### src/rtl/lz77_stream_decompressor_macros.svh
// assertion macros shared by the decompressor rtl
// no dependencies; taken in by files that carry assertions
`ifndef LZ77_STREAM_DECOMPRESSOR_MACROS_SVH
`define LZ77_STREAM_DECOMPRESSOR_MACROS_SVH

// same-cycle implication under the async reset
`define LZD_ASSERT_IMP(label, clk, rst_n, a, b) \
	label: assert property (@(posedge clk) disable iff (!rst_n) (a) |-> (b)) \
		else $error("lzd assertion failed");

// next-cycle implication under the async reset
`define LZD_ASSERT_NXT(label, clk, rst_n, a, b) \
	label: assert property (@(posedge clk) disable iff (!rst_n) (a) |=> (b)) \
		else $error("lzd assertion failed");

`endif

### src/rtl/lzd_pkg.sv
// shared types and constants of the lzss stream decompressor
// no dependencies
package lzd_pkg;

	localparam int WIN_DEPTH  = 4096;
	localparam int WIN_AW     = $clog2(WIN_DEPTH);
	localparam int MAX_RUN    = 18;
	localparam int LEN_W      = $clog2(MAX_RUN + 1);
	localparam int FIFO_DEPTH = 4;
	localparam int FIFO_AW    = $clog2(FIFO_DEPTH);
	localparam int APB_AW     = 3;

	// register word index taken from paddr[2]
	localparam logic REG_IDX_FLAG_ORDER = 1'b0;

	// flag bit order codes
	localparam logic ORDER_MSB_FIRST = 1'b0;
	localparam logic ORDER_LSB_FIRST = 1'b1;

	typedef enum logic [1:0] {
		CMD_LIT,
		CMD_COPY,
		CMD_END
	} cmd_kind_t;

	typedef struct packed {
		cmd_kind_t          kind;
		logic [7:0]         lit;
		logic [WIN_AW-1:0]  offset;
		logic [LEN_W-1:0]   len;
	} cmd_t;

	typedef enum logic [1:0] {
		ST_CLEAR,
		ST_IDLE,
		ST_READ,
		ST_DATA
	} back_state_t;

endpackage

### src/rtl/lzd_fifo.sv
// short command queue between the token front and the window back
// depends on lzd_pkg
module lzd_fifo (
	input  logic          clk,
	input  logic          arst_n,
	input  logic          push,
	input  lzd_pkg::cmd_t cmd_in,
	output logic          full,
	input  logic          pop,
	output lzd_pkg::cmd_t cmd_out,
	output logic          empty
);

	lzd_pkg::cmd_t                entry_q [lzd_pkg::FIFO_DEPTH];
	logic [lzd_pkg::FIFO_AW-1:0]  wr_ptr_q;
	logic [lzd_pkg::FIFO_AW-1:0]  rd_ptr_q;
	logic [lzd_pkg::FIFO_AW:0]    count_q;

	assign full    = (count_q == (lzd_pkg::FIFO_AW+1)'(lzd_pkg::FIFO_DEPTH));
	assign empty   = (count_q == '0);
	assign cmd_out = entry_q[rd_ptr_q];

	always_ff @(posedge clk) begin
		if (push && !full) begin
			entry_q[wr_ptr_q] <= cmd_in;
		end
	end

	always_ff @(posedge clk or negedge arst_n) begin
		if (!arst_n) begin
			wr_ptr_q <= '0;
			rd_ptr_q <= '0;
			count_q  <= '0;
		end else begin
			if (push && !full) begin
				wr_ptr_q <= wr_ptr_q + 1'b1;
			end
			if (pop && !empty) begin
				rd_ptr_q <= rd_ptr_q + 1'b1;
			end
			unique case ({push && !full, pop && !empty})
				2'b10:   count_q <= count_q + 1'b1;
				2'b01:   count_q <= count_q - 1'b1;
				default: count_q <= count_q;
			endcase
		end
	end

endmodule

### config.mk
export PLATFORM = sky130hd
export DESIGN_NAME = lzd_fifo
export DESIGN_NICKNAME = d
export VERILOG_FILES = /design/src/rtl/lz77_stream_decompressor_macros.svh /design/src/rtl/lzd_pkg.sv /design/src/rtl/lzd_fifo.sv
export SDC_FILE = /design/constraint.sdc
export NUM_CORES = 1
export LEC_CHECK = 0
export BUFFER_PORTS_ARGS = -buffer_cell sky130_fd_sc_hd__buf_2
export CAP_MARGIN = 20
export CORE_MARGIN = 2
export CORE_UTILIZATION = 55
export DETAILED_ROUTE_END_ITERATION = 12
export GPL_TIMING_DRIVEN = 0
export PLACE_DENSITY = 0.77
export SLEW_MARGIN = 10
export SYNTH_ARGS = -nofsm -noshare
export SYNTH_HDL_FRONTEND = slang
export SYNTH_SLANG_ARGS = --single-unit
### constraint.sdc
create_clock -name clk -period 2.5 [get_ports clk]
set_input_delay 0.375 -clock clk [delete_from_list [all_inputs] [get_ports clk]]
set_output_delay 0.375 -clock clk [all_outputs]
set_load 0.02 [all_outputs]
==> reports/results.ini <==
[place]
routabilityCongestion = 0.675
place_area_mm2 = 0.00476
hpwl_um = 4230
io_buffers = 59

[synth]
synth_fa_ha_area_frac = 0.0191
seq_area_frac_synth = 0.789
synthesis.nets = 215
synth_compound_area_frac = 0.00202
yosys_warnings = 0
ys_types = 22
syn_area_mm2 = 0.00433
synth.area.mux_share = 0.146
synthFlopType = edfxtp_1
async_flop_share = 0.0609
synthCells = 178
synth_top_family_by_area = multiplexers
ys_seq_elements = 115
synth-edff-count = 108
synth-xor-area-share = 0.0121
synthSimpleGateAreaFrac = 0.0136
syn_area_per_cell_um2 = 24.3

[floorplan]
fp.dieH_um = 92.7
start_util = 0.563
dieArea_mm2 = 0.00860
rows = 32
io_pins = 60
die_w_um = 92.7
core_mm2 = 0.00769

[power_and_ir_drop]
cellPowerDensity_mw_per_mm2 = 1320
ir_drop_mv = 0.756
power_leakage_uw = 0.00193

[sta]
final-setup-viol-count = 0
slew_headroom = 0.497
skew_ns = 0.00646
clock.fmax_mhz = 432
period_minus_slack_ns = 2.31
final_hold_viol_count = 0
finalCritPeriodShare = 0.926
final_max_slew_viol_count = 0
worstMarginPinSlew_ns = 0.755
setup-tns-final_ns = 0
rsz0062_at_grt = no

[cells_and_area]
finalInstanceArea_mm2 = 0.00533
diodes = 0
nNetsFinal = 294
drive_above_1_share = 0.459
area_growth_pct = 23.1

[cts]
cts-resized-gates = 0
clk_pin_slew_ns = 0.05
clockBufferDepth = 2
cts_buffers = 17
cts_tree = yes
htreeDepth = 4
clockRootBuffer = clkbuf_8
cts_sinks = 115
clkLatencyLatePin_ns = 0.50

[detailed_routing]
viasPerCell = 5.40
route.detailed.drc = 0
wl_per_cell_um = 20.2
initialDrtViolationCount = 183
wl_um = 7510
firstDrtPassIters = 4
via_count = 2007
ant_nets = 0

[setup_path]
path_class = flop to output port
cp.arrival_ns = 1.94
cp-start-kind = flop
cp-end-kind = output port
worst-endpoint-required_ns = 2.12
cp_max_fo = 10

[global_routing]
grt_start_max_net_pins = 28
grt_pass1_wl_um = 11600
grt.total_usage = 0.193
antenna_found_initial = 0
grt_overflow = 0
grt_pass1_vias = 2176

[worst_hold_path]
hold_class = primary input to flop

[job]
drv_cap = 0

[outcome]
status = complete, no violations

## state kept, by name, summed over array words and instances, names as in the netlist
| register | cells |
|---|---|
| wr_ptr_q | 2 |
| count_q | 3 |
| rd_ptr_q | 2 |
| entry_q | 108 |
## layout by cell type (no fill, tap or decap), types with 4 or more instances in the layout
| master | Yosys | layout |
|---|---|---|
| buf_2 | 3 | 62 |
| dfrtp_1 | 7 | 7 |
| clkinv_1 | 0 | 4 |
| ha_1 | 5 | 5 |
| clkbuf_16 | 0 | 16 |
| edfxtp_1 | 108 | 108 |
| and2_2 | 0 | 4 |
| mux4_2 | 26 | 26 |
| clkinv_2 | 0 | 4 |
| inv_1 | 6 | 6 |
## layer usage
metal	wire length, um	share of wire	vias up	global-route usage
met5	0	0	-	0
met4	119	0.016	0	0.0797
met3	306	0.041	12	0.0708
met2	3960	0.53	52	0.310
met1	3120	0.42	1042	0.241
li1	-	-	901	-
## what timing repair did
item,4_1_cts,5_1_grt
hold buffers,1,0
buffers inserted,0,0
endpoints found under the hold margin,7,0
setup endpoints to repair,0,0
## critical path, stage by stage, from the launching register on
cell	delay [ns]
dfrtp_1	0.37
buf_6	0.21
buf_12	0.17
mux4_2	0.51
buf_2	0.19
## synthesized netlist by cell type, types with 3 or more instances
master / instances / area, um^2
and2_1: 4 / 25.0
buf_2: 3 / 15.0
dfrtp_1: 7 / 175
edfxtp_1: 108 / 3240
ha_1: 5 / 62.6
inv_1: 6 / 22.5
mux4_2: 26 / 586
xnor2_1: 3 / 26.3
xor2_1: 3 / 26.3
## per-stage QoR
| step | power (uW) | cells | hold slack (ns) | utilization | setup slack [ns] |
|---|---|---|---|---|---|
| after detailed placement | 4800 | 339 | 0.229 | 0.619 | 0.531 |
| after global placement | 4750 | 339 | 0.217 | 0.618 | 0.0908 |
| final | 7030 | 372 | 0.0878 | 0.694 | 0.185 |
| after floorplan | 4200 | 178 | 0.0794 | - | 0.426 |
| after CTS | 7110 | 372 | 0.0669 | 0.694 | 0.143 |
| after global routing | 7340 | 372 | 0.0633 | 0.694 | 0.0742 |
## cell type report
| cell class | count | area [um^2] |
|---|---|---|
| plain buffers | 6 | 53.8 |
| clock inverters | 13 | 141 |
| fillers | 480 | 2360 |
| inverters | 6 | 22.5 |
| well taps | 102 | 128 |
| repair buffers | 60 | 305 |
| multi-input cells | 51 | 841 |
| clock buffers | 19 | 422 |
| flip-flops and latches | 115 | 3420 |
## path summary, 6_finish.rpt
kind / cells after the start / to / slack (ns) / startpoint
setup / recovery: 4 / cmd_out[9] / 0.19 / rd_ptr_q[0]
hold / removal: 1 / entry_q[3][26] / 0.09 / cmd_in[26]
setup reg to reg: 9 / count_q[2] / 0.55 / count_q[0]
hold reg to reg: 1 / count_q[2] / 0.51 / count_q[2]
max in group asynchronous: 2 / rd_ptr_q[0] / 2.07 / arst_n
min in group asynchronous: 2 / rd_ptr_q[1] / 0.25 / arst_n
## cells by family (layout without fill, tap and decap cells)
group,after synthesis,count (layout)
AO/OA/AOI/OAI,1,1
XOR/XNOR,6,6
adder cells (fa/ha/maj),6,6
buffers and inverters,12,104
flip-flops,115,115
multiplexers,29,29
AND/OR/NAND/NOR,9,9
## report_power, final
part | leakage, uW | internal [uW] | switching (uW)
combinational | 0.000580 | 869 | 1200
sequential | 0.00107 | 2570 | 135
clock | 0.000275 | 1490 | 768
No activity file was read; power rests on OpenSTA's default activity.
