$ cat src/rtl/lz77_stream_decompressor_macros.svh
// assertion macros shared by the decompressor rtl
// no dependencies; taken in by files that carry assertions
`ifndef LZ77_STREAM_DECOMPRESSOR_MACROS_SVH
`define LZ77_STREAM_DECOMPRESSOR_MACROS_SVH

// same-cycle implication under the async reset
`define LZD_ASSERT_IMP(label, clk, rst_n, a, b) \
	label: assert property (@(posedge clk) disable iff (!rst_n) (a) |-> (b)) \
		else $error("lzd assertion failed");

// next-cycle implication under the async reset
`define LZD_ASSERT_NXT(label, clk, rst_n, a, b) \
	label: assert property (@(posedge clk) disable iff (!rst_n) (a) |=> (b)) \
		else $error("lzd assertion failed");

`endif

$ cat src/rtl/lzd_pkg.sv
// shared types and constants of the lzss stream decompressor
// no dependencies
package lzd_pkg;

	localparam int WIN_DEPTH  = 4096;
	localparam int WIN_AW     = $clog2(WIN_DEPTH);
	localparam int MAX_RUN    = 18;
	localparam int LEN_W      = $clog2(MAX_RUN + 1);
	localparam int FIFO_DEPTH = 4;
	localparam int FIFO_AW    = $clog2(FIFO_DEPTH);
	localparam int APB_AW     = 3;

	// register word index taken from paddr[2]
	localparam logic REG_IDX_FLAG_ORDER = 1'b0;

	// flag bit order codes
	localparam logic ORDER_MSB_FIRST = 1'b0;
	localparam logic ORDER_LSB_FIRST = 1'b1;

	typedef enum logic [1:0] {
		CMD_LIT,
		CMD_COPY,
		CMD_END
	} cmd_kind_t;

	typedef struct packed {
		cmd_kind_t          kind;
		logic [7:0]         lit;
		logic [WIN_AW-1:0]  offset;
		logic [LEN_W-1:0]   len;
	} cmd_t;

	typedef enum logic [1:0] {
		ST_CLEAR,
		ST_IDLE,
		ST_READ,
		ST_DATA
	} back_state_t;

endpackage

$ cat src/rtl/lzd_front.sv
// token front: takes compressed bytes, tracks flag bits and pair phase,
// and queues literal, copy and end commands; depends on lzd_pkg
module lzd_front (
	input  logic          clk,
	input  logic          arst_n,
	input  logic          flag_order,
	input  logic          s_tvalid,
	output logic          s_tready,
	input  logic [7:0]    s_tdata,   // [7:0] in_byte
	input  logic          s_tuser,   // [0] stream_start
	input  logic          init_done,
	input  logic          fifo_full,
	output logic          push,
	output lzd_pkg::cmd_t cmd
);

	logic [7:0] flag_shift_q;
	logic [3:0] bits_left_q;
	logic       pair_phase_q;
	logic [7:0] pair_first_q;
	logic       finished_q;

	logic       accept;
	logic [3:0] bits_left;
	logic       pair_phase;
	logic       finished;
	logic       flag_bit;
	logic [lzd_pkg::WIN_AW-1:0] offset;

	assign s_tready = init_done && !fifo_full;
	assign accept   = s_tvalid && s_tready;

	// stream start clears phase before the byte is decoded
	assign bits_left  = s_tuser ? 4'd0 : bits_left_q;
	assign pair_phase = s_tuser ? 1'b0 : pair_phase_q;
	assign finished   = s_tuser ? 1'b0 : finished_q;
	assign flag_bit   = (flag_order == lzd_pkg::ORDER_LSB_FIRST) ? flag_shift_q[0]
		: flag_shift_q[7];
	assign offset     = {pair_first_q[7:4], s_tdata};

	always_comb begin
		push       = 1'b0;
		cmd.kind   = lzd_pkg::CMD_LIT;
		cmd.lit    = s_tdata;
		cmd.offset = offset;
		cmd.len    = lzd_pkg::LEN_W'(lzd_pkg::MAX_RUN) - {1'b0, pair_first_q[3:0]};
		if (accept && !finished) begin
			if (pair_phase) begin
				push     = 1'b1;
				cmd.kind = (offset == '0) ? lzd_pkg::CMD_END : lzd_pkg::CMD_COPY;
			end else if (bits_left != 4'd0 && flag_bit) begin
				push = 1'b1;
			end
		end
	end

	always_ff @(posedge clk or negedge arst_n) begin
		if (!arst_n) begin
			flag_shift_q <= '0;
			bits_left_q  <= '0;
			pair_phase_q <= 1'b0;
			pair_first_q <= '0;
			finished_q   <= 1'b0;
		end else if (accept) begin
			bits_left_q  <= bits_left;
			pair_phase_q <= pair_phase;
			finished_q   <= finished;
			if (!finished) begin
				if (pair_phase) begin
					pair_phase_q <= 1'b0;
					finished_q   <= (offset == '0);
				end else if (bits_left == 4'd0) begin
					flag_shift_q <= s_tdata;
					bits_left_q  <= 4'd8;
				end else begin
					bits_left_q <= bits_left - 1'b1;
					if (flag_order == lzd_pkg::ORDER_LSB_FIRST) begin
						flag_shift_q <= {1'b0, flag_shift_q[7:1]};
					end else begin
						flag_shift_q <= {flag_shift_q[6:0], 1'b0};
					end
					if (!flag_bit) begin
						pair_first_q <= s_tdata;
						pair_phase_q <= 1'b1;
					end
				end
			end
		end
	end

endmodule

$ cat config.mk
export PLATFORM = sky130hd
export DESIGN_NAME = lzd_front
export DESIGN_NICKNAME = d
export VERILOG_FILES = /design/src/rtl/lz77_stream_decompressor_macros.svh /design/src/rtl/lzd_pkg.sv /design/src/rtl/lzd_front.sv
export SDC_FILE = /design/constraint.sdc
export NUM_CORES = 1
export LEC_CHECK = 0
export BUFFER_PORTS_ARGS = -buffer_cell sky130_fd_sc_hd__buf_2
export CORE_MARGIN = 2
export CORE_UTILIZATION = 56
export CTS_BUF_LIST = sky130_fd_sc_hd__clkbuf_4
export DETAILED_ROUTE_END_ITERATION = 6
export PLACE_DENSITY = 0.83
export SETUP_SLACK_MARGIN = 0.5
export SYNTH_ARGS = -nofsm -noshare
export SYNTH_HDL_FRONTEND = slang
export SYNTH_SLANG_ARGS = --single-unit
$ cat constraint.sdc
create_clock -name clk -period 3.22 [get_ports clk]
set_input_delay 0.966 -clock clk [delete_from_list [all_inputs] [get_ports clk]]
set_output_delay 0.966 -clock clk [all_outputs]
set_load 0.05 [all_outputs]
==> flow_metrics.tcl <==
set metrics [dict create \
    placed_cells_incl_taps 183 \
    yosys_warnings 0 \
    grt_max_degree 23 \
    min_path_type "flip-flop to flip-flop" \
    path_max_fanout 2 \
    drt_iter0_drc 23 \
    cts_max_level 1 \
    p_switching_uw 677 \
    numCtsBuffers 3 \
    start_kind "input pin" \
    cts_buffer_depth 2 \
    seqPwrFrac 0.358 \
    crit_top_cell "buf_8" \
    max_stage_delay_ps 240 \
    crit_start "s_tdata[2]" \
    clkLatencyLatePin_ps 300 \
    grt_pass1_wl_um 4950 \
    layout_commonest_cell "buf_2" \
    cpLargestDelayFamily "simple AND/OR/NAND/NOR gates" \
    wl_um 3060 \
    drive_gt1_frac 0.525 \
    p_int_uw 649 \
    n_fill_cell 158 \
    synth-seq-cells 22 \
    yosysTopAreaCell "dfrtp_1" \
    slew_viol_final 0 \
    drv_cap 0 \
    synth_fp_nets 150 \
    cts_tree "yes" \
    floorplan.die_area_um2 2870 \
    syn-instance-count 134 \
    final_cells 190 \
    gp_congestion 0.829 \
    final_area_um2 1690 \
    period_minus_slack_ps 2850 \
    status "complete, no violations" \
    final_cell_mix "31 x buf_2, 22 x dfrtp_1, 14 x mux2_2" \
    drtPass1Iterations 4 \
    p_clk_frac 0.094 \
    synth_area_leaders "dfrtp_1 40%, buf_4 11%, mux2_2 11%, mux2i_1 5.8%, o21ai_0 4.0%" \
    synth_cell_types 33 \
    irDropWorstVdd_v 0.000937 \
    fin_crit_sh 0.886 \
    synth_top_area_frac 0.400 \
    syn2layout_area_growth_pct 22.7 \
    die_height_um 53.6 \
    n_antenna_cell 0 \
    fin_nets 180 \
    fin_worst_skew_ps 1.71 \
    avgRoutedWirePerCell_um 16.1 \
    gr-total-overflow 0 \
    core_area_um2 2280 \
    slew_headroom 0.516 \
    slowest_stage "nor4_4" \
    start_util 0.604 \
    cp-end-kind "output pin" \
    rr_worst_depth 4 \
    crit_required_ps 2250 \
    ys.flop_type "dfrtp_1" \
    grt_pass1_vias 1037 \
    p_leak_uw 0.000794 \
    max_freq_mhz 351 \
    fp-row-count 17 \
    worst_slew_pin_slew_ps 726 \
    finalSetupViolations 0 \
    yosysSeqAreaShare 0.400 \
    hold_start "flag_shift_q[2]" \
    grt_util_all_layers 0.238 \
    r2r_end "pair_first_q[0]" \
    worstSetupPathDepth 5 \
    async_flop_share 1.00 \
    rsz0062_at_grt "yes" \
    clk_pin_slew_ps 120 \
    die_w_um 53.6 \
    io_buffers 43 \
    vias 1119 \
    antenna_found_initial 0 \
    worst-path-buf-inv 2 \
    ant_nets 0 \
    pwr_density_cell_nw_per_um2 786 \
    final_hold_viol_count 0 \
    place_area_um2 1480 \
    arrival_ps 1890 \
    switching_share 0.511 \
    endpoint "cmd[26]" \
    syn-cell-area_um2 1380 \
    crit_type "input pin to output pin" \
    cts-root-buf "clkbuf_4" \
    setup_tns_ps 0 \
    hpwl_um 2130 \
    clkSinkCount 22 \
    syn_avg_cell_area_um2 10.3 \
    vias_per_cell 5.89 \
    path_cells "buf_8 > nor4_4 > and3_4 > and4_4 > buf_8" \
    drc 0 \
    r2r_slack_ps 1160 \
    p_comb_frac 0.548 \
    r2r_start "finished_q" \
    synth_edf_count 0 \
    ios 44 \
]
## timing repair
| item | in CTS | in global routing |
|---|---|---|
| resized for setup | 30 | 12 |
| pin swaps | 8 | 3 |
| cloned | 0 | 0 |
| hold buffers | 0 | 0 |
| buffers inserted | 2 | 2 |
| endpoints found under the setup margin | 3 | 2 |
## metrics by stage
stage	power [uW]	hold slack, ps	setup WS, ps	util
6_report	1330	532	368	0.741
3_5_place_dp	1150	506	166	0.651
3_3_place_gp	1130	484	146	0.651
5_1_grt	1390	571	335	0.741
4_1_cts	1310	543	365	0.716
2_1_floorplan	1050	460	345	-
## Yosys cell counts (all sizes together) (2+ instances only)
master	count
nor3	2
buf	24
nor2	4
a21oi	10
nor4	3
inv	5
mux2	15
or4	2
nor2b	2
mux2i	8
dfrtp	22
nand2	9
o21ai	12
## worst reg2reg max path, stage by stage, from the launching register on
cell and delay [ps]:
dfrtp_1 470, nor2_1 150, o21ai_2 220, a2111oi_4 710
mux2_2 410
## worst min path at each step
stage | to | slack [ps] | cells after the start
floorplan | flag_shift_q[6] | 460 | 2
global placement | flag_shift_q[5] | 480 | 2
detailed placement | flag_shift_q[5] | 510 | 2
CTS | flag_shift_q[2] | 540 | 2
global route | flag_shift_q[1] | 570 | 2
finish | flag_shift_q[2] | 530 | 2
## registers in the layout, summed over array words and instances, names as in the netlist
name and cells:
bits_left_q 4, finished_q 1, flag_shift_q 8, pair_first_q 8, pair_phase_q 1
## layer usage
layer / routed length (um) / global-route usage / part of all wire
met1: 1230 / 0.314 / 0.40
met2: 1520 / 0.383 / 0.50
met3: 212 / 0.0333 / 0.069
met4: 98 / 0.120 / 0.032
met5: 0 / 0 / 0
## power groups by stage
stage                     combinational, uW  sequential, uW  clock (uW)
after floorplan                         614             439           0
after global placement                  671             459           0
after detailed placement                687             468           0
after CTS                               713             469         125
after global routing                    765             488         134
final                                   727             474         124
## final cells by class
class,instances,area (um^2),area share
Tap cell,28,35.0,0.0208
Clock buffer,3,22.5,0.0134
Multi-Input combinational cell,82,704,0.418
Inverter,5,18.8,0.0111
Sequential cell,22,551,0.326
Timing Repair Buffer,50,355,0.211
## cell families after synthesis
family          synth area share
compound gates             0.120
xor+xnor                  0.0127
fa+ha+maj                0.00910
flops                      0.400
simple gates               0.123
buf+inv                    0.151
mux                        0.184
Note: power is estimated with default switching activity, not from simulation.
